## config.mk

```make
export PLATFORM = sky130hd
export DESIGN_NAME = fpa_back_flat
export DESIGN_NICKNAME = d
export VERILOG_FILES = /design/src/assert_macros.svh /design/src/fpa_pkg.sv /design/src/fpa_if.sv /design/src/fpa_back.sv /design/src/flat_wrapper.sv
export SDC_FILE = /design/constraint.sdc
export NUM_CORES = 1
export LEC_CHECK = 0
export BUFFER_PORTS_ARGS = -buffer_cell sky130_fd_sc_hd__buf_2
export CORE_AREA = 2 2 117 119
export CTS_BUF_LIST = sky130_fd_sc_hd__clkbuf_16
export CTS_CLUSTER_DIAMETER = 60
export DETAILED_ROUTE_END_ITERATION = 7
export DIE_AREA = 0 0 119 121
export GPL_ROUTABILITY_DRIVEN = 0
export HOLD_SLACK_MARGIN = 0.03
export MAX_ROUTING_LAYER = met4
export SETUP_SLACK_MARGIN = 0.5
export SLEW_MARGIN = 10
export SYNTH_ARGS = -nofsm -noshare
export SYNTH_HDL_FRONTEND = slang
export SYNTH_SLANG_ARGS = --single-unit
```

## constraint.sdc

```tcl
create_clock -name clk -period 4.6 [get_ports clk]
set_input_delay 0.46 -clock clk [delete_from_list [all_inputs] [get_ports clk]]
set_output_delay 0.46 -clock clk [all_outputs]
set_load 0.05 [all_outputs]
```

## src/assert_macros.svh

```systemverilog
// Assertion helpers for the RTL.
`ifndef ASSERT_MACROS_SVH
`define ASSERT_MACROS_SVH

// Clocked property, checked outside reset.
`define FPA_ASSERT(lbl, prop, msg) \
	lbl: assert property (@(posedge clk) disable iff (!arst_n) prop) else $error(msg);

// Condition that must never hold outside reset.
`define FPA_NEVER(lbl, cond, msg) \
	`FPA_ASSERT(lbl, !(cond), msg)

`endif

```

## src/fpa_pkg.sv

```systemverilog
`default_nettype none
package fpa_pkg;
	localparam int unsigned XW = 32;
	localparam int unsigned DW = 64;

	localparam logic [3:0] OP_ADD = 4'd0;
	localparam logic [3:0] OP_SUB = 4'd1;
	localparam logic [3:0] OP_MUL = 4'd2;
	localparam logic [3:0] OP_DIV = 4'd3;
	localparam logic [3:0] OP_GT  = 4'd4;
	localparam logic [3:0] OP_LT  = 4'd5;
	localparam logic [3:0] OP_EQ  = 4'd6;
	localparam logic [3:0] OP_GE  = 4'd7;
	localparam logic [3:0] OP_LE  = 4'd8;
	localparam logic [3:0] OP_NE  = 4'd9;
	localparam logic [3:0] OP_MIN = 4'd10;
	localparam logic [3:0] OP_MAX = 4'd11;
	localparam logic [3:0] OP_INC = 4'd12;
	localparam logic [3:0] OP_DEC = 4'd13;
	localparam logic [3:0] OP_I2F = 4'd14;
	localparam logic [3:0] OP_F2I = 4'd15;

	// One item in flight; divider fields are worked on cell by cell.
	typedef struct packed {
		logic [3:0]    op;
		logic [XW-1:0] res;
		logic          flag;
		logic          dz;
		logic          neg;
		logic [DW-1:0] prod;
		logic [XW:0]   rem;
		logic [DW-1:0] dvd;
		logic [XW-1:0] dsr;
		logic [XW-1:0] quo;
	} tok_t;

	// Keep the low w bits and sign-extend them to 32.
	function automatic logic [XW-1:0] sext_w(input logic [XW-1:0] x, input int unsigned w);
		logic [XW-1:0] t;
		t = x << (XW - w);
		return $unsigned($signed(t) >>> (XW - w));
	endfunction
endpackage
`default_nettype wire

```

## src/fpa_if.sv

```systemverilog
`default_nettype none


interface fpa_out_if;
	logic        valid;
	logic        ready;
	logic [31:0] result;
	logic        flag;
	logic        div_by_zero;
	modport source (output valid, result, flag, div_by_zero, input ready);
	modport sink   (input valid, result, flag, div_by_zero, output ready);
endinterface
`default_nettype wire

```

## src/fpa_back.sv

```systemverilog
`default_nettype none
module fpa_back #(
	parameter int unsigned WORD_WIDTH    = 32,
	parameter int unsigned FRACTION_BITS = 8
) (
	input  wire logic          clk,
	input  wire logic          arst_n,
	input  wire logic          up_valid,
	output logic               up_ready,
	input  wire fpa_pkg::tok_t up_tok,
	fpa_out_if.source          out_ch
);
	import fpa_pkg::*;

	localparam logic [DW-1:0] BIAS = DW'((64'd1 << FRACTION_BITS) - 64'd1);

	logic [DW-1:0] pb, ps;
	logic [XW-1:0] qv, r;
	logic [XW-1:0] res_q;
	logic          flag_q, dz_q, v_q;

	// Product truncates toward zero; quotient takes its sign back.
	always_comb begin
		pb = up_tok.prod + (up_tok.prod[DW-1] ? BIAS : '0);
		ps = $unsigned($signed(pb) >>> FRACTION_BITS);
		qv = up_tok.neg ? XW'(-up_tok.quo) : up_tok.quo;
		case (up_tok.op)
			OP_MUL:  r = sext_w(ps[XW-1:0], WORD_WIDTH);
			OP_DIV:  r = up_tok.dz ? '0 : sext_w(qv, WORD_WIDTH);
			default: r = up_tok.res;
		endcase
	end

	assign up_ready = !v_q || out_ch.ready;

	always_ff @(posedge clk or negedge arst_n) begin
		if (!arst_n) begin
			v_q <= 1'b0;
		end else if (up_ready) begin
			v_q <= up_valid;
		end
	end

	always_ff @(posedge clk) begin
		if (up_ready && up_valid) begin
			res_q  <= r;
			flag_q <= up_tok.flag;
			dz_q   <= up_tok.dz;
		end
	end

	assign out_ch.valid       = v_q;
	assign out_ch.result      = res_q;
	assign out_ch.flag        = flag_q;
	assign out_ch.div_by_zero = dz_q;
endmodule
`default_nettype wire

```

## src/flat_wrapper.sv

```systemverilog
// flat-port wrapper written by rule: the top's interface ports become plain ports
module fpa_back_flat import fpa_pkg::*;
#(
	parameter int unsigned WORD_WIDTH    = 32,
	parameter int unsigned FRACTION_BITS = 8
)
  (clk, arst_n, up_valid, up_ready, up_tok, out_ch_valid, out_ch_result, out_ch_flag, out_ch_div_by_zero, out_ch_ready);
  fpa_out_if out_ch_i ();
  input  wire logic clk;
  input  wire logic arst_n;
  input  wire logic up_valid;
  output logic up_ready;
  input  wire fpa_pkg::tok_t up_tok;
  output wire logic [$bits(out_ch_i.valid)-1:0] out_ch_valid;
  output wire logic [$bits(out_ch_i.result)-1:0] out_ch_result;
  output wire logic [$bits(out_ch_i.flag)-1:0] out_ch_flag;
  output wire logic [$bits(out_ch_i.div_by_zero)-1:0] out_ch_div_by_zero;
  input wire logic [$bits(out_ch_i.ready)-1:0] out_ch_ready;
  assign out_ch_valid = out_ch_i.valid;
  assign out_ch_result = out_ch_i.result;
  assign out_ch_flag = out_ch_i.flag;
  assign out_ch_div_by_zero = out_ch_i.div_by_zero;
  assign out_ch_i.ready = out_ch_ready;
  fpa_back #(.WORD_WIDTH(WORD_WIDTH), .FRACTION_BITS(FRACTION_BITS)) u_core (.clk(clk), .arst_n(arst_n), .up_valid(up_valid), .up_ready(up_ready), .up_tok(up_tok), .out_ch(out_ch_i));
endmodule
```

==> impl_metrics.env <==
export IMPL_finalPower_uw=1090
export IMPL_core_sq_um=13100
export IMPL_drc=0
export IMPL_timing_final_crit_period_ps=2800
export IMPL_synth_most_common_cell="nand2_1"
export IMPL_slew_viol_final=0
export IMPL_cts_num_sinks=35
export IMPL_total_leakage_power_uw=0.00171
export IMPL_ys_ff_latch=35
export IMPL_cp_slowest_cell="o21ai_2"
export IMPL_root_buffer="clkbuf_16"
export IMPL_dp_cells=681
export IMPL_cts_resized=0
export IMPL_fmax_mhz=358
export IMPL_synth_area_leaders="edfxtp_1 32%, xnor2_1 10%, nand2_1 4.7%"
export IMPL_hold_violations=0
export IMPL_clk_latency_ps=290
export IMPL_required_ps=4600
export IMPL_cts_tree="yes"
export IMPL_synth_area_leader_cell="edfxtp_1"
export IMPL_cp_end_kind="register"
export IMPL_syn_inst=362
export IMPL_cts_buffer_depth=2
export IMPL_grt_max_degree=38
export IMPL_die_x_microns=119
export IMPL_ys_async_sr_fraction_pct=2.86
export IMPL_dr_pass1_iters=5
export IMPL_cp_top_family="compound AO/OA/AOI/OAI gates"
export IMPL_antenna_found_initial=4
export IMPL_r2r_slack_ps=2970
export IMPL_max_slew_margin_pct=35.0
export IMPL_drtIter0Drc=209
export IMPL_setup_viol=0
export IMPL_yosys_area_top_type_share_pct=31.9
export IMPL_port_buffer_count=151
export IMPL_path_max_fanout=20
export IMPL_cp_arrival_ps=2800
export IMPL_die_h_microns=121
export IMPL_seqPwrFrac_pct=35.0
export IMPL_wl_per_cell_microns=17.3
export IMPL_max_cap_violations=0
export IMPL_dieArea_sq_um=14400
export IMPL_overflow=0
export IMPL_fin_crit_sh_pct=60.8
export IMPL_cts_made_buffers=5
export IMPL_switching_share_pct=32.1
export IMPL_yosys_top_cells_count="40 x nand2_1, 37 x xnor2_1, 34 x edfxtp_1"
export IMPL_path_class="in -> reg"
export IMPL_power_switching_uw=350
export IMPL_power_density_nw_per_um2=250
export IMPL_synth_fp_nets=638
export IMPL_power_internal_uw=739
export IMPL_status="finished, final reports clean"
export IMPL_start_util_pct=24.5
export IMPL_viasPerCell=4.91
export IMPL_holdCritPathClass="in -> reg"
export IMPL_io_pins=304
export IMPL_vias=3408
export IMPL_rsz0062_at_grt="false"
export IMPL_antenna_left=0
export IMPL_setup_tns_ps=0
export IMPL_p_comb_share_pct=28.7
export IMPL_synth_warnings=0
export IMPL_path_cells="buf_2, ha_1, a211oi_1, nor2_1, o21ai_2, buf_4, nor3b_1, xnor2_1, o221ai_1"
export IMPL_synth_ff_type="edfxtp_1"
export IMPL_post_cts_setup_buffers=0
export IMPL_netlist_area_sq_um=3200
export IMPL_grt_pass1_wl_mm=18.4
export IMPL_crit_buf_inv=2
export IMPL_dpl_hpwl_mm=9.65
export IMPL_grt_pass1_vias=3535
export IMPL_fin_skew_ps=5.47
export IMPL_synth_edf_count=34
export IMPL_synthDistinctLibCells=58
export IMPL_p_clk_share_pct=36.4
export IMPL_ir_drop_mv=0.122
export IMPL_postCtsHoldBufs=1
export IMPL_track_usage_pct=17.1
export IMPL_area_delta_synth_final_pct=35.8
export IMPL_postSynthAreaPerCell_sq_um=8.84
export IMPL_rows=42
export IMPL_cts_htree_levels=2
export IMPL_slowest_delay_ps=780
export IMPL_clk_pin_slew_worst_paths_ps=60
export IMPL_worstMarginPinSlew_ps=976
export IMPL_layout_drive_gt1_share_pct=35.2
export IMPL_cp_start_kind="input port"
export IMPL_fin_nets=789
export IMPL_finalNonFillerCells=694
export IMPL_wirelength_mm=12.0
export IMPL_synth_seq_area_share_pct=32.7
==> final cells by class <==
| type | instances | area [sq um] |
|---|---|---|
| Clock buffer | 5 | 125 |
| Antenna cell | 4 | 10.0 |
| Timing Repair Buffer | 158 | 811 |
| Multi-Input combinational cell | 300 | 2050 |
| Fill cell | 1362 | 8740 |
| Clock inverter | 3 | 38.8 |
| Inverter | 13 | 48.8 |
| Tap cell | 176 | 220 |
| Sequential cell | 35 | 1050 |
==> per-layer routing <==
layer | GRT usage, % | vias to the layer above | part of all wire, %
met3 | 5.03 | 15 | 7.2
met4 | 6.03 | 0 | 2.0
met5 | - | - | 0
li1 | - | 1686 | -
met1 | 20.8 | 1601 | 45
met2 | 27.2 | 106 | 46
==> power groups by stage <==
stage               logic [uW]  registers (uW)  clock network, uW
finish                     312             381                396
detailed placement         312             387                  0
CTS                        314             381                401
global placement           306             387                  0
global route               339             383                411
floorplan                  116             458                  0
==> per-stage QoR <==
step	hold WS [ps]	cell area [sq um]	utilization, %	worst slack [ps]
2_1_floorplan	164	3200	-	2230
3_3_place_gp	235	4160	31.8	1580
3_5_place_dp	236	4160	31.8	1520
4_1_cts	347	4340	33.2	1820
5_1_grt	346	4350	33.2	1640
6_report	346	4350	33.2	1800
==> worst paths after layout <==
kind | startpoint | end | cells after the start
max | up_tok[224] | u_core.out_ch.result[17] | 9
min | up_tok[227] | u_core.out_ch.flag | 1
max reg2reg | u_core.out_ch.valid | u_core.out_ch.result[29] | 3
min reg2reg | u_core.out_ch.valid | u_core.out_ch.valid | 2
max in group asynchronous | arst_n | u_core.out_ch.valid | 2
min in group asynchronous | arst_n | u_core.out_ch.valid | 2
==> state kept, by name (all words and copies together) (netlist names) <==
name                       flops
u_core.out_ch.valid            1
u_core.out_ch.result          32
u_core.out_ch.flag             1
u_core.out_ch.div_by_zero      1
==> kinds of logic after synthesis <==
kind of cell | synth area share (%)
AND/OR/NAND/NOR | 24.3
adder cells (fa/ha/maj) | 3.13
XOR/XNOR | 14.2
AO/OA/AOI/OAI | 20.6
buffers and inverters | 3.52
flip-flops | 32.7
multiplexers | 1.60
==> placed cells by master, fill, tap and decap left out, types with 5 or more instances in the layout <==
| cell | instances |
|---|---|
| edfxtp_1 | 34 |
| ha_1 | 8 |
| nor2_1 | 28 |
| clkbuf_16 | 5 |
| a21oi_1 | 11 |
| xnor2_1 | 37 |
| buf_4 | 6 |
| nor3_1 | 15 |
| nand2_1 | 40 |
| a22oi_1 | 11 |
| o31ai_1 | 11 |
| o21ai_0 | 18 |
| nor4_1 | 6 |
| nand3_1 | 11 |
| xor2_1 | 15 |
| nand4_1 | 6 |
| o221ai_1 | 12 |
| nand2b_1 | 5 |
| or3_1 | 6 |
| inv_1 | 12 |
| buf_2 | 151 |
No activity file was read; power rests on OpenSTA's default activity.
