File: config.mk
export PLATFORM = sky130hd
export DESIGN_NAME = fpa_front_flat
export DESIGN_NICKNAME = d
export VERILOG_FILES = /design/src/assert_macros.svh /design/src/fpa_pkg.sv /design/src/fpa_if.sv /design/src/fpa_front.sv /design/src/flat_wrapper.sv
export SDC_FILE = /design/constraint.sdc
export NUM_CORES = 2
export LEC_CHECK = 0
export BUFFER_PORTS_ARGS = -buffer_cell sky130_fd_sc_hd__buf_2
export CAP_MARGIN = 20
export CELL_PAD_IN_SITES_DETAIL_PLACEMENT = 1
export CELL_PAD_IN_SITES_GLOBAL_PLACEMENT = 2
export CORE_UTILIZATION = 37
export CTS_CLUSTER_SIZE = 28
export DETAILED_ROUTE_END_ITERATION = 7
export GPL_TIMING_DRIVEN = 0
export PLACE_DENSITY = 0.91
export SETUP_SLACK_MARGIN = 0.5
export SLEW_MARGIN = 20
export SYNTH_ARGS = -nofsm -noshare
export SYNTH_HDL_FRONTEND = slang
export SYNTH_SLANG_ARGS = --single-unit
File: constraint.sdc
create_clock -name clk -period 4.8 [get_ports clk]
set_input_delay 0.72 -clock clk [delete_from_list [all_inputs] [get_ports clk]]
set_output_delay 0.72 -clock clk [all_outputs]
set_load 0.01 [all_outputs]
File: src/assert_macros.svh
// Assertion helpers for the RTL.
`ifndef ASSERT_MACROS_SVH
`define ASSERT_MACROS_SVH

// Clocked property, checked outside reset.
`define FPA_ASSERT(lbl, prop, msg) \
	lbl: assert property (@(posedge clk) disable iff (!arst_n) prop) else $error(msg);

// Condition that must never hold outside reset.
`define FPA_NEVER(lbl, cond, msg) \
	`FPA_ASSERT(lbl, !(cond), msg)

`endif

File: src/fpa_pkg.sv
`default_nettype none
package fpa_pkg;
	localparam int unsigned XW = 32;
	localparam int unsigned DW = 64;

	localparam logic [3:0] OP_ADD = 4'd0;
	localparam logic [3:0] OP_SUB = 4'd1;
	localparam logic [3:0] OP_MUL = 4'd2;
	localparam logic [3:0] OP_DIV = 4'd3;
	localparam logic [3:0] OP_GT  = 4'd4;
	localparam logic [3:0] OP_LT  = 4'd5;
	localparam logic [3:0] OP_EQ  = 4'd6;
	localparam logic [3:0] OP_GE  = 4'd7;
	localparam logic [3:0] OP_LE  = 4'd8;
	localparam logic [3:0] OP_NE  = 4'd9;
	localparam logic [3:0] OP_MIN = 4'd10;
	localparam logic [3:0] OP_MAX = 4'd11;
	localparam logic [3:0] OP_INC = 4'd12;
	localparam logic [3:0] OP_DEC = 4'd13;
	localparam logic [3:0] OP_I2F = 4'd14;
	localparam logic [3:0] OP_F2I = 4'd15;

	// One item in flight; divider fields are worked on cell by cell.
	typedef struct packed {
		logic [3:0]    op;
		logic [XW-1:0] res;
		logic          flag;
		logic          dz;
		logic          neg;
		logic [DW-1:0] prod;
		logic [XW:0]   rem;
		logic [DW-1:0] dvd;
		logic [XW-1:0] dsr;
		logic [XW-1:0] quo;
	} tok_t;

	// Keep the low w bits and sign-extend them to 32.
	function automatic logic [XW-1:0] sext_w(input logic [XW-1:0] x, input int unsigned w);
		logic [XW-1:0] t;
		t = x << (XW - w);
		return $unsigned($signed(t) >>> (XW - w));
	endfunction
endpackage
`default_nettype wire

File: src/fpa_if.sv
`default_nettype none
interface fpa_in_if;
	logic        valid;
	logic        ready;
	logic [3:0]  func;
	logic [31:0] operand_a;
	logic [31:0] operand_b;
	modport source (output valid, func, operand_a, operand_b, input ready);
	modport sink   (input valid, func, operand_a, operand_b, output ready);
endinterface

`default_nettype wire

File: src/fpa_front.sv
`default_nettype none
module fpa_front #(
	parameter int unsigned WORD_WIDTH    = 32,
	parameter int unsigned FRACTION_BITS = 8
) (
	input  wire logic   clk,
	input  wire logic   arst_n,
	fpa_in_if.sink      in_ch,
	output logic        dn_valid,
	input  wire logic   dn_ready,
	output fpa_pkg::tok_t dn_tok
);
	import fpa_pkg::*;

	localparam logic [XW-1:0] BIAS = XW'((64'd1 << FRACTION_BITS) - 64'd1);

	logic signed [XW-1:0] a, b;
	logic [XW-1:0] mag_a, mag_b, f2i;
	logic [XW-1:0] r;
	logic          fl;
	tok_t          nxt, tok_q;
	logic          v_q;

	always_comb begin
		a     = $signed(sext_w(in_ch.operand_a, WORD_WIDTH));
		b     = $signed(sext_w(in_ch.operand_b, WORD_WIDTH));
		mag_a = a[XW-1] ? XW'(-a) : XW'(a);
		mag_b = b[XW-1] ? XW'(-b) : XW'(b);
		f2i   = $unsigned((a + $signed(a[XW-1] ? BIAS : '0)) >>> FRACTION_BITS);
		r     = '0;
		fl    = 1'b0;
		unique case (in_ch.func)
			OP_ADD: r = XW'(a + b);
			OP_SUB: r = XW'(a - b);
			OP_MUL: r = '0;
			OP_DIV: r = '0;
			OP_GT:  fl = a > b;
			OP_LT:  fl = a < b;
			OP_EQ:  fl = a == b;
			OP_GE:  fl = a >= b;
			OP_LE:  fl = a <= b;
			OP_NE:  fl = a != b;
			OP_MIN: r = (a > b) ? b : a;
			OP_MAX: r = (a > b) ? a : b;
			OP_INC: r = XW'(a + 1);
			OP_DEC: r = XW'(a - 1);
			OP_I2F: r = XW'(a) << FRACTION_BITS;
			OP_F2I: r = f2i;
		endcase
		nxt.op   = in_ch.func;
		nxt.res  = sext_w(r, WORD_WIDTH);
		nxt.flag = fl;
		nxt.dz   = (in_ch.func == OP_DIV) && (b == '0);
		nxt.neg  = a[XW-1] ^ b[XW-1];
		nxt.prod = DW'(a * b);
		nxt.rem  = '0;
		nxt.dvd  = {{(DW-XW){1'b0}}, mag_a} << FRACTION_BITS;
		nxt.dsr  = mag_b;
		nxt.quo  = '0;
	end

	assign in_ch.ready = !v_q || dn_ready;

	always_ff @(posedge clk or negedge arst_n) begin
		if (!arst_n) begin
			v_q <= 1'b0;
		end else if (in_ch.ready) begin
			v_q <= in_ch.valid;
		end
	end

	always_ff @(posedge clk) begin
		if (in_ch.ready && in_ch.valid) begin
			tok_q <= nxt;
		end
	end

	assign dn_valid = v_q;
	assign dn_tok   = tok_q;
endmodule
`default_nettype wire

File: src/flat_wrapper.sv
// flat-port wrapper written by rule: the top's interface ports become plain ports
module fpa_front_flat import fpa_pkg::*;
#(
	parameter int unsigned WORD_WIDTH    = 32,
	parameter int unsigned FRACTION_BITS = 8
)
  (clk, arst_n, dn_valid, dn_ready, dn_tok, in_ch_valid, in_ch_func, in_ch_operand_a, in_ch_operand_b, in_ch_ready);
  fpa_in_if in_ch_i ();
  input  wire logic clk;
  input  wire logic arst_n;
  output logic dn_valid;
  input  wire logic dn_ready;
  output fpa_pkg::tok_t dn_tok;
  input wire logic [$bits(in_ch_i.valid)-1:0] in_ch_valid;
  input wire logic [$bits(in_ch_i.func)-1:0] in_ch_func;
  input wire logic [$bits(in_ch_i.operand_a)-1:0] in_ch_operand_a;
  input wire logic [$bits(in_ch_i.operand_b)-1:0] in_ch_operand_b;
  output wire logic [$bits(in_ch_i.ready)-1:0] in_ch_ready;
  assign in_ch_i.valid = in_ch_valid;
  assign in_ch_i.func = in_ch_func;
  assign in_ch_i.operand_a = in_ch_operand_a;
  assign in_ch_i.operand_b = in_ch_operand_b;
  assign in_ch_ready = in_ch_i.ready;
  fpa_front #(.WORD_WIDTH(WORD_WIDTH), .FRACTION_BITS(FRACTION_BITS)) u_core (.clk(clk), .arst_n(arst_n), .in_ch(in_ch_i), .dn_valid(dn_valid), .dn_ready(dn_ready), .dn_tok(dn_tok));
endmodule
==> impl_metrics.py <==
metrics = {
    "synth": {
        "synthCells": 5209,
        "synth_cell_types": 82,
        "muxShareOfSynthArea_pct": 0.786,
        "synth_edf_count": 167,
        "synth_warnings": 0,
        "synthArstFlopShare_pct": 0.595,
        "synth-simple-area-share_pct": 14.5,
        "ys_seq_elements": 168,
        "synthAdderAreaFrac_pct": 51.6,
        "seq_area_frac_synth_pct": 10.3,
        "syn_area_per_cell_um2": 9.41,
        "synth_compound_area_share_pct": 6.92,
        "synth_top_family_by_area": "adder cells",
        "synth_flop_cell": "edfxtp_1",
        "syn-cell-area_um2": 49000,
        "synth_xor_area_share_pct": 4.08,
    },
    "routing": {
        "vias": 42168,
        "drc": 0,
        "post_drt_wl_per_cell_um": 30.2,
        "drt_iter0_drc": 3727,
        "totalWireLength_um": 230000,
        "firstDrtPassIters": 8,
        "ant_nets": 0,
        "viasPerCell": 5.55,
    },
    "timing": {
        "maxSlewHeadroom_pct": 17.0,
        "fin_crit_ns": 8.00,
        "rsz0062_at_grt": "yes",
        "finalMaxSlewViolations": 0,
        "clock_skew_ns": 0.0249,
        "fin_tns_setup_ns": -133.28,
        "worstMarginPinSlew_ns": 1.23,
        "fmax_mhz": 125,
        "hold_viol": 0,
        "setup_viol": 63,
        "finalCritPeriodShare_pct": 167,
        "worst_slack_ns": -3.20,
    },
    "critical_path": {
        "r2r_slack_ns": 2.78,
        "crit_path_end_kind": "flop",
        "regToRegStartpoint": "u_core.dn_valid",
        "start_kind": "input port",
        "cp_common_cell": "fa_1",
        "crit_fanout": 5,
        "crit_start": "in_ch_operand_b[4]",
        "crit_type": "input port to flop",
        "cp.required_ns": 5.11,
        "slowest_stage": "fa_2",
        "slowest_delay_ns": 0.65,
        "worstPathArrival_ns": 8.32,
    },
    "global_route": {
        "busiest_layer": "met2",
        "met2_usage_pct": 52.1,
        "grt_overflow_total": 0,
        "grt_use_total_pct": 33.5,
        "met1_usage_pct": 43.0,
        "grt_max_degree": 52,
        "antenna_found_initial": 33,
        "grt_pass1_vias": 45233,
        "grt_pass1_wl_um": 321000,
        "met3_usage_pct": 7.90,
    },
    "floorplan": {
        "die_x_um": 366,
        "die_area_um2": 134000,
        "core_region_area_um2": 131000,
        "die_h_um": 366,
        "rows": 133,
        "start_util_pct": 37.3,
        "ioPinCount": 338,
    },
    "job": {
        "cap_viol_max_count": 0,
    },
    "clock_tree": {
        "clk_pin_slew_ns": 0.08,
        "cts.path.max_buffers": 2,
        "insertion_delay_ns": 0.57,
        "clock_sinks": 168,
        "cts_buffers": 17,
        "htree_num_levels": 4,
        "cts_root_buf": "clkbuf_16",
        "cts_tree": "built",
    },
    "final_layout": {
        "fin_nets": 7265,
        "syn2layout_area_growth_pct": 26.3,
        "drive_above_1_share_pct": 23.8,
        "fin_cells": 7598,
    },
    "outcome": {
        "violations": "setup timing",
        "outcome": "finished, violations left",
    },
    "worst_hold_path": {
        "hold_class": "input port to flop",
        "worstHoldStart": "in_ch_func[2]",
    },
    "placed_design": {
        "place.gp.congestion": 1.03,
        "dp.cells": 7303,
        "hpwl_um": 180000,
        "io_buffers": 240,
    },
}
==> registers in the layout, summed over array words and instances (netlist names) <==
name and cells:
u_core.dn_tok 167, u_core.dn_valid 1
==> path summary, 6_finish.rpt <==
kind,end,depth (start not counted)
max reg2reg,u_core.dn_tok[208],4
min,u_core.dn_tok[262],1
min in group asynchronous,u_core.dn_valid,2
max,u_core.dn_tok[224],28
min reg2reg,u_core.dn_valid,2
max in group asynchronous,u_core.dn_valid,2
==> logic make-up (layout without fill, tap and decap cells) <==
kind of cell,Yosys count,in the layout
xor+xnor,228,228
flops,168,168
simple gates,1448,1448
fa+ha+maj,1372,1372
other cells,1,106
compound gates,519,519
mux,38,38
buf+inv,1435,1964
==> timing repair <==
item                       in CTS  in global routing
gates cloned                    3                  0
setup endpoints to repair      95                 87
gates resized for setup       755                387
buffers inserted              137                113
pin swaps                     136                179
hold buffers                    1                  0
hold endpoints to repair        1                  0
==> cells in the final DEF, fill, tap and decap left out, types with 97 or more instances in the layout <==
master,count
nand2_1,557
buf_4,305
edfxtp_1,167
conb_1,97
fa_1,1032
nor2_1,154
ha_1,212
and2_1,423
xnor2_1,161
buf_2,210
inv_1,994
==> synthesized netlist by cell type, types with 43 or more instances <==
master       n  share of area, %
fa_1      1084                44
inv_1     1045               8.0
nand2_1    600               4.6
and2_1     435               5.6
ha_1       288               7.4
clkbuf_1   258               2.0
nor2_1     183               1.4
xnor2_1    180               3.2
edfxtp_1   167                10
a21oi_1    153               1.6
o21ai_0    111               1.1
buf_4       97               1.5
xor2_1      48              0.86
a21o_1      43              0.66
==> stage by stage <==
step	util (%)	setup WS (ns)	hold WS (ns)	area, um^2
after floorplan	-	-3.01	0.424	50800
after global routing	47.1	-3.37	0.319	61900
after CTS	45.1	-3.13	0.301	59300
final	47.1	-3.20	0.328	61900
after global placement	41.2	-5.67	0.495	54200
after detailed placement	41.3	-5.69	0.497	54300
==> per-layer routing <==
metal | share of wire, % | wire length (um)
met5 | 0.043 | 98
met4 | 6.8 | 15600
met3 | 9.6 | 22000
met2 | 45 | 104000
met1 | 38 | 87500
==> layout make-up <==
cell class,instances,area [um^2]
antenna,9,22.5
buffer,384,4550
clock buffer,17,425
clock inverter,15,158
fill,14717,69600
inverter,1051,4090
multi-input combinational,3702,41600
sequential,168,5040
tap,1755,2200
timing repair buffer,497,3780
==> worst max-delay path, delay by kind of cell <==
| kind | cells | cell delay, ns |
|---|---|---|
| compound gates | 4 | 0.83 |
| xor+xnor | 1 | 0.13 |
| fa+ha+maj | 9 | 4.60 |
| buf+inv | 10 | 1.34 |
| simple gates | 4 | 0.66 |
Power is left out: the tool's default activity adds up to more than one toggle a clock period on the data nets, which glitch-free logic cannot reach.
