[src/assert_macros.svh]
// Assertion helpers for the RTL.
`ifndef ASSERT_MACROS_SVH
`define ASSERT_MACROS_SVH

// Clocked property, checked outside reset.
`define FPA_ASSERT(lbl, prop, msg) \
	lbl: assert property (@(posedge clk) disable iff (!arst_n) prop) else $error(msg);

// Condition that must never hold outside reset.
`define FPA_NEVER(lbl, cond, msg) \
	`FPA_ASSERT(lbl, !(cond), msg)

`endif

[src/fpa_pkg.sv]
`default_nettype none
package fpa_pkg;
	localparam int unsigned XW = 32;
	localparam int unsigned DW = 64;

	localparam logic [3:0] OP_ADD = 4'd0;
	localparam logic [3:0] OP_SUB = 4'd1;
	localparam logic [3:0] OP_MUL = 4'd2;
	localparam logic [3:0] OP_DIV = 4'd3;
	localparam logic [3:0] OP_GT  = 4'd4;
	localparam logic [3:0] OP_LT  = 4'd5;
	localparam logic [3:0] OP_EQ  = 4'd6;
	localparam logic [3:0] OP_GE  = 4'd7;
	localparam logic [3:0] OP_LE  = 4'd8;
	localparam logic [3:0] OP_NE  = 4'd9;
	localparam logic [3:0] OP_MIN = 4'd10;
	localparam logic [3:0] OP_MAX = 4'd11;
	localparam logic [3:0] OP_INC = 4'd12;
	localparam logic [3:0] OP_DEC = 4'd13;
	localparam logic [3:0] OP_I2F = 4'd14;
	localparam logic [3:0] OP_F2I = 4'd15;

	// One item in flight; divider fields are worked on cell by cell.
	typedef struct packed {
		logic [3:0]    op;
		logic [XW-1:0] res;
		logic          flag;
		logic          dz;
		logic          neg;
		logic [DW-1:0] prod;
		logic [XW:0]   rem;
		logic [DW-1:0] dvd;
		logic [XW-1:0] dsr;
		logic [XW-1:0] quo;
	} tok_t;

	// Keep the low w bits and sign-extend them to 32.
	function automatic logic [XW-1:0] sext_w(input logic [XW-1:0] x, input int unsigned w);
		logic [XW-1:0] t;
		t = x << (XW - w);
		return $unsigned($signed(t) >>> (XW - w));
	endfunction
endpackage
`default_nettype wire

[src/fpa_div_cell.sv]
`default_nettype none
module fpa_div_cell #(
	parameter int unsigned DVD_BITS = 40
) (
	input  wire logic          clk,
	input  wire logic          arst_n,
	input  wire logic          up_valid,
	output logic               up_ready,
	input  wire fpa_pkg::tok_t up_tok,
	output logic               dn_valid,
	input  wire logic          dn_ready,
	output fpa_pkg::tok_t      dn_tok
);
	import fpa_pkg::*;

	logic [XW:0] trial, dsr_x, diff;
	logic        ge;
	tok_t        nxt, tok_q;
	logic        v_q;

	// One restoring step: bring in the next dividend bit, try the subtract.
	always_comb begin
		trial    = {up_tok.rem[XW-1:0], up_tok.dvd[DVD_BITS-1]};
		dsr_x    = {1'b0, up_tok.dsr};
		diff     = trial - dsr_x;
		ge       = trial >= dsr_x;
		nxt      = up_tok;
		nxt.rem  = ge ? diff : trial;
		nxt.dvd  = up_tok.dvd << 1;
		nxt.quo  = {up_tok.quo[XW-2:0], ge};
	end

	assign up_ready = !v_q || dn_ready;

	always_ff @(posedge clk or negedge arst_n) begin
		if (!arst_n) begin
			v_q <= 1'b0;
		end else if (up_ready) begin
			v_q <= up_valid;
		end
	end

	always_ff @(posedge clk) begin
		if (up_ready && up_valid) begin
			tok_q <= nxt;
		end
	end

	assign dn_valid = v_q;
	assign dn_tok   = tok_q;
endmodule
`default_nettype wire

[config.mk]
export PLATFORM = sky130hd
export DESIGN_NAME = fpa_div_cell
export DESIGN_NICKNAME = d
export VERILOG_FILES = /design/src/assert_macros.svh /design/src/fpa_pkg.sv /design/src/fpa_div_cell.sv
export SDC_FILE = /design/constraint.sdc
export NUM_CORES = 1
export LEC_CHECK = 0
export BUFFER_PORTS_ARGS = -buffer_cell sky130_fd_sc_hd__buf_4
export CAP_MARGIN = 10
export CORE_AREA = 2 2 206 208
export CTS_CLUSTER_SIZE = 8
export DETAILED_ROUTE_END_ITERATION = 8
export DIE_AREA = 0 0 208 210
export PLACE_DENSITY = 0.45
export SLEW_MARGIN = 10
export SYNTH_ARGS = -nofsm -noshare
export SYNTH_HDL_FRONTEND = slang
export SYNTH_SLANG_ARGS = --single-unit
[constraint.sdc]
create_clock -name clk -period 9.65 [get_ports clk]
set_input_delay 0.4825 -clock clk [delete_from_list [all_inputs] [get_ports clk]]
set_output_delay 0.4825 -clock clk [all_outputs]
set_load 0.005 [all_outputs]
==> run metrics, run 1 <==
outcome=finished clean; Max-Cap Viols=0; deepest clock path buffer count=3; Pleak=6.723 nW; Routed Antenna Nets=0; vias in the first global route=7454; Post-Syn Area=10260 um2; CP Launch Type=input pin; postcts setup bufs=0; clk_skew=0.01603 ns; worst slew pin tran=1.006 ns; CTS tree=done; first-pass GRT wire length=53180 um; Max Slew Vio Count=0; WS Path Type=in -> reg; min cycle time layout=3.210 ns; VDD IR max=90.12 uV; I/O pin cnt=534; DRC viols=0; met2 WL=20570 um; sequential cell area fraction in the yosys report=77.24%; most frequent cells in the layout=buf_4, edfxtp_1, inv_1; vias per cell=4.248; Unique masters post-synth=56; Multi-input gate area=2097 um2; Yosys reg bits=264; largest net degree at the start of global routing=75; # setup viols final=0; Pwr Density=188.0 nW/um2; die width=208 um; hold buffer count at cts=1; Hold Violations, Final=0; Total Wirelength=38550 um; clk root buf=clkbuf_16; H-tree depth=2; GR Overflow Total=0; clk slew on worst S/H paths=0.05 ns; Total GRT Usage=17.06%; Total Neg Setup Slack=0 ns; Fillers=4044; Max Freq=311.5 MHz; syn nets=904; Async S/R FF share, synth=0.3788%; critical path data arrival time=3.48 ns; DRT met1 WL=13450 um; Rows=75; Hold Slack=0.1175 ns; RSZ-0062 raised after global routing=false; vias=7302; Reg area=7923 um2; CTS-repair resized insts=0; routed len/inst=22.43 um; commonest non-fill, non-tap cell in the layout=buf_4; Placer Congestion=0.8052; Worst Path Required=9.92 ns; Sink Count=264; buffers added on ports=529; height of the die=210 um; final period utilization=33.26%; Top Metal Used=met5; Core Footprint=41480 um2; fin nets=1467; critical path capture point type=register; Initial DRC Count=356; HP Class=in -> reg; fraction of layout cells with a size suffix above 1=51.70%; clock latency on the worst-skew pair=0.54 ns; Post-synth EDFFs=263; yosys warns=0; Top FF cell, synth=edfxtp_1; post-synthesis instance total=603; First-pass DRT Iterations=5; relative slew slack=32.91%; CTS Buf Count=39; Synth Area per Inst=17.01 um2; Detail Placement HPWL=30520 um; met3 wire len=3814 um; die footprint=43680 um2; antenna violations before repair=3; Area growth syn-to-layout=55.43%; Starting Density=24.73%; crit-path max FO=33
per-layer routing:
layer	vias to the layer above	GRT usage, %
met2	311	30.62
met3	47	7.271
met1	3516	17.98
li1	3426	-
met4	2	5.551
met5	-	0
worst max-delay path: stages:
cell      delay, ns
buf_4          0.11
inv_1          0.04
ha_1           0.30
nor2b_1        0.14
o31a_1         0.28
o31ai_1        0.45
a21oi_1        0.27
o21a_1         0.29
nand2b_4       0.17
a21oi_4        0.12
buf_4          0.43
mux2_2         0.39
stage by stage:
| stage | utilization (%) | setup WS (ns) | total power (W) | cell area (um2) | instances |
|---|---|---|---|---|---|
| final | 38.44 | 6.440 | 0.002998 | 15940 | 1719 |
| after global routing | 38.44 | 6.248 | 0.003134 | 15940 | 1719 |
| after CTS | 38.43 | 6.378 | 0.003054 | 15940 | 1717 |
| after detailed placement | 35.86 | 5.833 | 0.001809 | 14870 | 1663 |
| after global placement | 35.86 | 5.816 | 0.001806 | 14870 | 1663 |
| after floorplan | - | 2.364 | 0.001573 | 10260 | 603 |
sequential cells by signal, summed over array words and instances, names as in the netlist:
| name | cells |
|---|---|
| dn_tok | 263 |
| dn_valid | 1 |
layout make-up:
cell class                 instances  area share [%]
clock buffer                      49           6.357
inverter                          45           1.059
sequential                       264           49.69
tap                              539           4.230
timing repair buffer             535           25.21
multi-input combinational        281           13.15
antenna                            2         0.03139
clock inverter                     4          0.2668
power by group:
part	internal, W	switching (W)	total, W	leakage, nW
registers	0.00136	0.0000187	0.00138	2.52
clock network	0.000729	0.000488	0.00122	0.514
logic	0.000217	0.000189	0.000406	3.69
total	0.00230	0.000695	0.00300	6.72
final timing paths:
| kind | cells past startpoint | slack [ns] | endpoint | startpoint |
|---|---|---|---|---|
| max in group asynchronous | 2 | 9.26 | dn_valid | arst_n |
| setup / recovery | 12 | 6.44 | dn_tok[136] | up_tok[33] |
| hold reg to reg | 2 | 0.55 | dn_valid | dn_valid |
| min in group asynchronous | 2 | 0.30 | dn_valid | arst_n |
| hold / removal | 1 | 0.12 | dn_tok[22] | up_tok[21] |
| setup reg to reg | 3 | 7.06 | dn_tok[101] | dn_valid |
cells in the mapped netlist, types with 3 or more instances:
| library cell | count | area share [%] |
|---|---|---|
| a211oi_1 | 3 | 0.22 |
| a21o_1 | 18 | 1.3 |
| a21oi_1 | 31 | 1.5 |
| a31oi_1 | 3 | 0.18 |
| and2_1 | 3 | 0.18 |
| and3_1 | 4 | 0.24 |
| buf_2 | 3 | 0.15 |
| clkbuf_1 | 7 | 0.26 |
| edfxtp_1 | 263 | 77 |
| ha_1 | 32 | 3.9 |
| inv_1 | 45 | 1.6 |
| mux2_2 | 20 | 2.2 |
| nand2_1 | 14 | 0.51 |
| nand2b_1 | 7 | 0.43 |
| nand3_1 | 11 | 0.54 |
| nand4_1 | 9 | 0.55 |
| nor2_1 | 16 | 0.59 |
| nor2b_1 | 3 | 0.18 |
| nor3_1 | 6 | 0.29 |
| o211ai_1 | 3 | 0.22 |
| o21a_1 | 9 | 0.66 |
| o21ai_0 | 25 | 1.2 |
| o21bai_1 | 3 | 0.22 |
| o31ai_1 | 5 | 0.37 |
| or2_2 | 3 | 0.18 |
| or3_1 | 3 | 0.18 |
| xnor2_1 | 15 | 1.3 |
| xor2_1 | 8 | 0.68 |
logic make-up (layout without fill, tap and decap cells):
logic type / after synthesis / in the layout / synth area share (%)
buffers and inverters: 58 / 633 / 2.342
XOR/XNOR: 23 / 23 / 1.964
multiplexers: 22 / 22 / 2.415
other: 1 / 3 / 0.03656
adder cells (fa/ha/maj): 33 / 33 / 4.099
flip-flops: 264 / 264 / 77.24
AND/OR/NAND/NOR: 85 / 85 / 4.428
AO/OA/AOI/OAI: 117 / 117 / 7.478
Power figures use the tool's default switching activity.
==> run 2, diff against run 1 <==
ABC_AREA = 1   (was not set)
CORE_AREA = 2 2 205 207   (was 2 2 206 208)
DIE_AREA = 0 0 207 209   (was 0 0 208 210)
PLACE_DENSITY = 0.5   (was 0.45)
clock period = 2.6 ns   (was 9.65 ns; I/O delays follow)
==> run 2 against run 1 <==
  * Core utilization increased by 9.3 points
  * Clock skew decreased by 0.0063 ns
  * Power increased to 3.9 times the previous value
  * Register-to-register slack got worse by 6.2 ns
  * Final cell count increased by 36%
  * Flip-flop and latch count unchanged
  * Critical path depth increased by 3
  * Design area increased by 24%
  * Via count increased by 36%
  * First-iteration DRC count increased by 37%
  * Die area decreased by 0.95%
  * Critical path type unchanged
==> run metrics, run 2 <==
Top FF cell, synth=edfxtp_1; Final Cell Area=19720 um2; yosys warns=0; Post-synth EDFFs=263; Routed Antenna Nets=0; hold buffer count at cts=264; Max Slew Vio Count=0; Sw Share=24.55%; hold endpoint=dn_tok[160]; Max Freq=442.9 MHz; Pwr Density=596.6 nW/um2; post-synth top area share=69.99%; Async S/R FF share, synth=0.3788%; H-tree depth=2; die footprint=43260 um2; CP Launch Type=input pin; Max-Cap Viols=0; CTS-repair resized insts=0; Reg area=7923 um2; Total Neg Setup Slack=0 ns; critical path capture point type=register; Unique masters post-synth=31; min cycle time layout=2.258 ns; Pleak=9.019 nW; combinational share of power=17.4%; R2R setup slack=0.86 ns; Synth area leaders=edfxtp_1, nand2_1, inv_1, ha_1, nand3_1; Synth area leader=edfxtp_1; Hold Slack=0.06525 ns; CTS tree=done; postcts setup bufs=0; Worst Path Required=2.89 ns; overall power=0.01176 W; clk_skew=0.009691 ns; Multi-input gate area=2665 um2; Pint=0.008875 W; # setup viols final=0; clk root buf=clkbuf_16; first-pass GRT wire length=65490 um; sequential cell area fraction in the yosys report=70.22%; Crit Reg-Reg Startpoint=dn_valid; Flop pwr share=43.5%; Total Wirelength=45540 um; GR Overflow Total=0; Synth Area per Inst=11.85 um2; I/O pin cnt=534; Fillers=3798; Yosys reg bits=264; DRC viols=0; die width=207 um; clock power share=39.1%; RSZ-0062 raised after global routing=false; fin nets=2086; First-pass DRT Iterations=5; NetSw=0.002887 W; crit-path max FO=4; count leader, synth=nand2_1; most frequent cells in the layout=buf_4, nand2_1, dlygate4sd3_1; clk slew on worst S/H paths=0.05 ns; worst hold start=up_tok[159]; buffers added on ports=529; R2R depth=3; Hold Violations, Final=0; Total GRT Usage=20.51%; Area growth syn-to-layout=74.73%; WS Path Type=in -> reg; placed inst area=15970 um2; Post-synth top cells=nand2_1, edfxtp_1, inv_1; fraction of layout cells with a size suffix above 1=34.87%; critical path data arrival time=2.55 ns; commonest non-fill, non-tap cell in the layout=buf_4; Starting Density=27.33%; VDD IR max=437.5 uV; Initial DRC Count=489; RR Endpoint=dn_tok[98]; largest net degree at the start of global routing=86; clock latency on the worst-skew pair=0.53 ns; syn nets=1253; HP Class=in -> reg; Placer Congestion=0.9184; Detail Placement HPWL=36090 um; antenna violations before repair=8; Hold Path Cell Cnt=5; Post-Syn Area=11280 um2; CTS Buf Count=39; deepest clock path buffer count=3; Core Footprint=41290 um2; vias per cell=4.227; routed len/inst=19.41 um; Rows=75; outcome=finished clean; vias=9917; vias in the first global route=10490; height of the die=209 um; post-synthesis instance total=952; final period utilization=86.85%; Sink Count=264; number of flip-flops in the largest register=263
run 2: changes by cell type after synthesis, moves of 9 or more:
cell      before  now
nand3_1       11   50
a21oi_1       31   20
a21o_1        18    1
o21ai_0       25    2
nand3b_1       1   12
mux2_2        20    0
xnor2_1       15    0
inv_2          0    9
nand3_2        0   15
o21a_1         9    0
nor2_1        16   36
inv_1         45  157
nand2_1       14  290
run 2: metrics by stage:
step           setup WS (ns)  util [%]  cells
2_1_floorplan         -2.585         -    952
4_1_cts               0.3834     47.71   2340
3_3_place_gp          0.3633     38.69   2019
3_5_place_dp          0.3569     38.69   2019
5_1_grt               0.2236     47.75   2346
6_report              0.3419     47.75   2346
run 2: power groups by stage:
stage,Sequential [W],Combinational (W),Clock (W)
finish,0.00512,0.00205,0.00460
global placement,0.00519,0.00170,0
detailed placement,0.00519,0.00171,0
floorplan,0.00524,0.000678,0
CTS,0.00512,0.00208,0.00475
global route,0.00513,0.00224,0.00492
run 2: worst max path at each step:
stage                             end        from
after detailed placement  dn_tok[148]  up_tok[32]
after CTS                 dn_tok[148]  up_tok[32]
after global placement    dn_tok[156]  up_tok[32]
after global routing      dn_tok[156]  up_tok[32]
after floorplan             dn_tok[0]    dn_valid
final                     dn_tok[148]  up_tok[32]
run 2: cell type report:
type,count,area share [%]
repair buffers,802,34.14
diodes,6,0.07616
multi-input cells,512,13.52
flip-flops and latches,264,40.19
clock inverters,3,0.1523
clock buffers,54,5.344
well taps,539,3.421
inverters,166,3.160
run 2: cell families (layout without fill, tap and decap cells):
| logic type | count (synthesis) | count (layout) | share of synthesized area, % |
|---|---|---|---|
| simple gates | 441 | 441 | 17.63 |
| flops | 264 | 264 | 70.22 |
| buf+inv | 176 | 1025 | 6.265 |
| fa+ha+maj | 33 | 33 | 3.726 |
| compound gates | 23 | 23 | 1.042 |
| xor+xnor | 14 | 14 | 1.087 |
| other cells | 1 | 7 | 0.03323 |
run 2: layer usage:
layer / vias up / part of all wire (%) / track usage [%]
met1: 4696 / 38 / 22.72
met2: 350 / 54 / 38.15
met3: 63 / 6.3 / 5.350
met5: - / 0.024 / 0
li1: 4806 / - / -
met4: 2 / 2.6 / 6.478
run 2: worst max-delay path: stages:
cell and delay [ns]:
dlygate4sd3_1 0.53, buf_4 0.14, ha_1 0.22, fa_1 0.38, inv_1 0.12, nand2_1 0.08, nand2_1 0.08, and2_1 0.17
nand2_1 0.06, nand2_1 0.23, nand2_1 0.14, nand2_1 0.09, nand2_1 0.06, nand3_2 0.07, nand2_1 0.05
==> run 3, diff against run 2 <==
REMOVE_ABC_BUFFERS = 1   (was not set)
==> run 3 against run 2 <==
  * Setup slack worse by 0.013 ns
  * Power up 0.22%
  * Via count down 0.58%
  * Largest power group unchanged
  * Sequential power about the same
  * Flip-flop and latch count unchanged
  * Worst hold slack improved by 0.12 ns
==> run metrics, run 3 (synthesized netlist as in run 2, its figures left out) <==
DRC viols=0; largest net degree at the start of global routing=69; Placer Congestion=0.8858; Final Cell Area=19800 um2; I/O pin cnt=534; vias in the first global route=10490; Flop pwr share=43.4%; Pwr Density=595.3 nW/um2; Routed Antenna Nets=0; clock latency on the worst-skew pair=0.54 ns; Pleak=9.054 nW; Max-Cap Viols=0; most frequent cells in the layout=buf_4, nand2_1, dlygate4sd3_1; Core Footprint=41290 um2; Hold Slack=0.1862 ns; deepest clock path buffer count=3; Max Freq=440.3 MHz; CP Launch Type=input pin; number of flip-flops in the largest register=263; clk_skew=0.01026 ns; die width=207 um; Initial DRC Count=441; First-pass DRT Iterations=5; fin nets=2092; placed inst area=16040 um2; CTS tree=done; Total GRT Usage=20.37%; # setup viols final=0; Hold Violations, Final=0; H-tree depth=2; commonest non-fill, non-tap cell in the layout=buf_4; WS Path Type=in -> reg; final period utilization=87.36%; routed len/inst=19.21 um; clock power share=39.1%; RSZ-0062 raised after global routing=false; Sw Share=24.70%; Setup crit start=up_tok[32]; critical path data arrival time=2.55 ns; outcome=finished clean; Multi-input gate area=2665 um2; Reg area=7923 um2; relative slew slack=62.79%; Crit Reg-Reg Startpoint=dn_valid; clk slew on worst S/H paths=0.04 ns; clk root buf=clkbuf_16; Total Wirelength=45310 um; Max Slew Vio Count=0; NetSw=0.002912 W; first-pass GRT wire length=65230 um; postcts setup bufs=0; Worst Path Required=2.88 ns; Rows=75; combinational share of power=17.5%; Pint=0.008876 W; antenna violations before repair=13; Setup WS post-layout=0.3287 ns; crit-path max FO=4; fraction of layout cells with a size suffix above 1=34.99%; worst slew pin tran=0.5568 ns; min cycle time layout=2.271 ns; vias=9859; setup slack at placement=0.3740 ns; vias per cell=4.179; VDD IR max=449.5 uV; Detail Placement HPWL=35730 um; worst hold start=dn_ready; Sink Count=264; CTS Buf Count=39; critical path capture point type=register; Area growth syn-to-layout=75.50%; Total Neg Setup Slack=0 ns; GR Overflow Total=0; die footprint=43260 um2; Fillers=3823; Starting Density=27.33%; buffers added on ports=529; HP Class=in -> reg; height of the die=209 um
[run 3: cell types whose count changed in the layout (fill, tap and decap cells not counted), sizes merged]
cell         before  now
diode             6   14
dlygate4sd3     264  265
buf             538  543
clkinv            2    3
clkbuf           54   52
[run 3: what timing repair did]
action,CTS,global route
hold buffers,265,0
hold endpoints to repair,264,0
gates resized for setup,0,0
[run 3: final timing paths]
check | endpoint | slack, ns | cells after the start
max in group asynchronous | dn_valid | 2.04 | 3
hold reg to reg | dn_tok[249] | 0.79 | 1
setup reg to reg | dn_tok[154] | 0.86 | 2
min in group asynchronous | dn_valid | 0.46 | 3
hold / removal | dn_tok[249] | 0.19 | 3
setup / recovery | dn_tok[156] | 0.33 | 15
[run 3: stage by stage]
step | std cells | utilization [%] | total power (W)
final | 2359 | 47.96 | 0.01179
after global routing | 2358 | 47.95 | 0.01230
after CTS | 2345 | 47.88 | 0.01193
after detailed placement | 2024 | 38.84 | 0.006912
after global placement | 2024 | 38.84 | 0.006897
after floorplan | 942 | - | 0.005989
[run 3: power by group through the flow]
| stage | combinational [W] | clock [W] | sequential (W) |
|---|---|---|---|
| after global routing | 0.00227 | 0.00490 | 0.00513 |
| after global placement | 0.00171 | 0 | 0.00518 |
| after detailed placement | 0.00172 | 0 | 0.00519 |
| final | 0.00207 | 0.00461 | 0.00511 |
| after CTS | 0.00209 | 0.00473 | 0.00511 |
| after floorplan | 0.000658 | 0 | 0.00533 |
[run 3: critical path, stage by stage]
cell and delay, ns:
dlygate4sd3_1 0.54, buf_4 0.14, ha_1 0.22, fa_1 0.37, inv_1 0.13, nand2_1 0.08, nand2_1 0.08, and2_1 0.17
nand2_1 0.06, nand2_1 0.21, nand2_1 0.14, nand2_1 0.09, nand2_1 0.06, nand3_2 0.07, nand2_1 0.06
[run 3: routing by layer]
layer / GRT usage, % / wire [um] / vias up / share of wire [%]
met3: 5.591 / 2951 / 77 / 6.5
met5: 0 / 0 / - / 0
met4: 8.399 / 1464 / 0 / 3.2
li1: - / - / 4825 / -
met1: 21.87 / 16700 / 4612 / 37
met2: 37.60 / 24190 / 345 / 53
[run 3: final cells by class]
class,count,share of cell area [%]
flip-flops and latches,264,40.01
repair buffers,808,34.36
multi-input cells,512,13.46
clock buffers,52,5.282
well taps,539,3.406
inverters,166,3.147
diodes,14,0.1769
clock inverters,4,0.1643
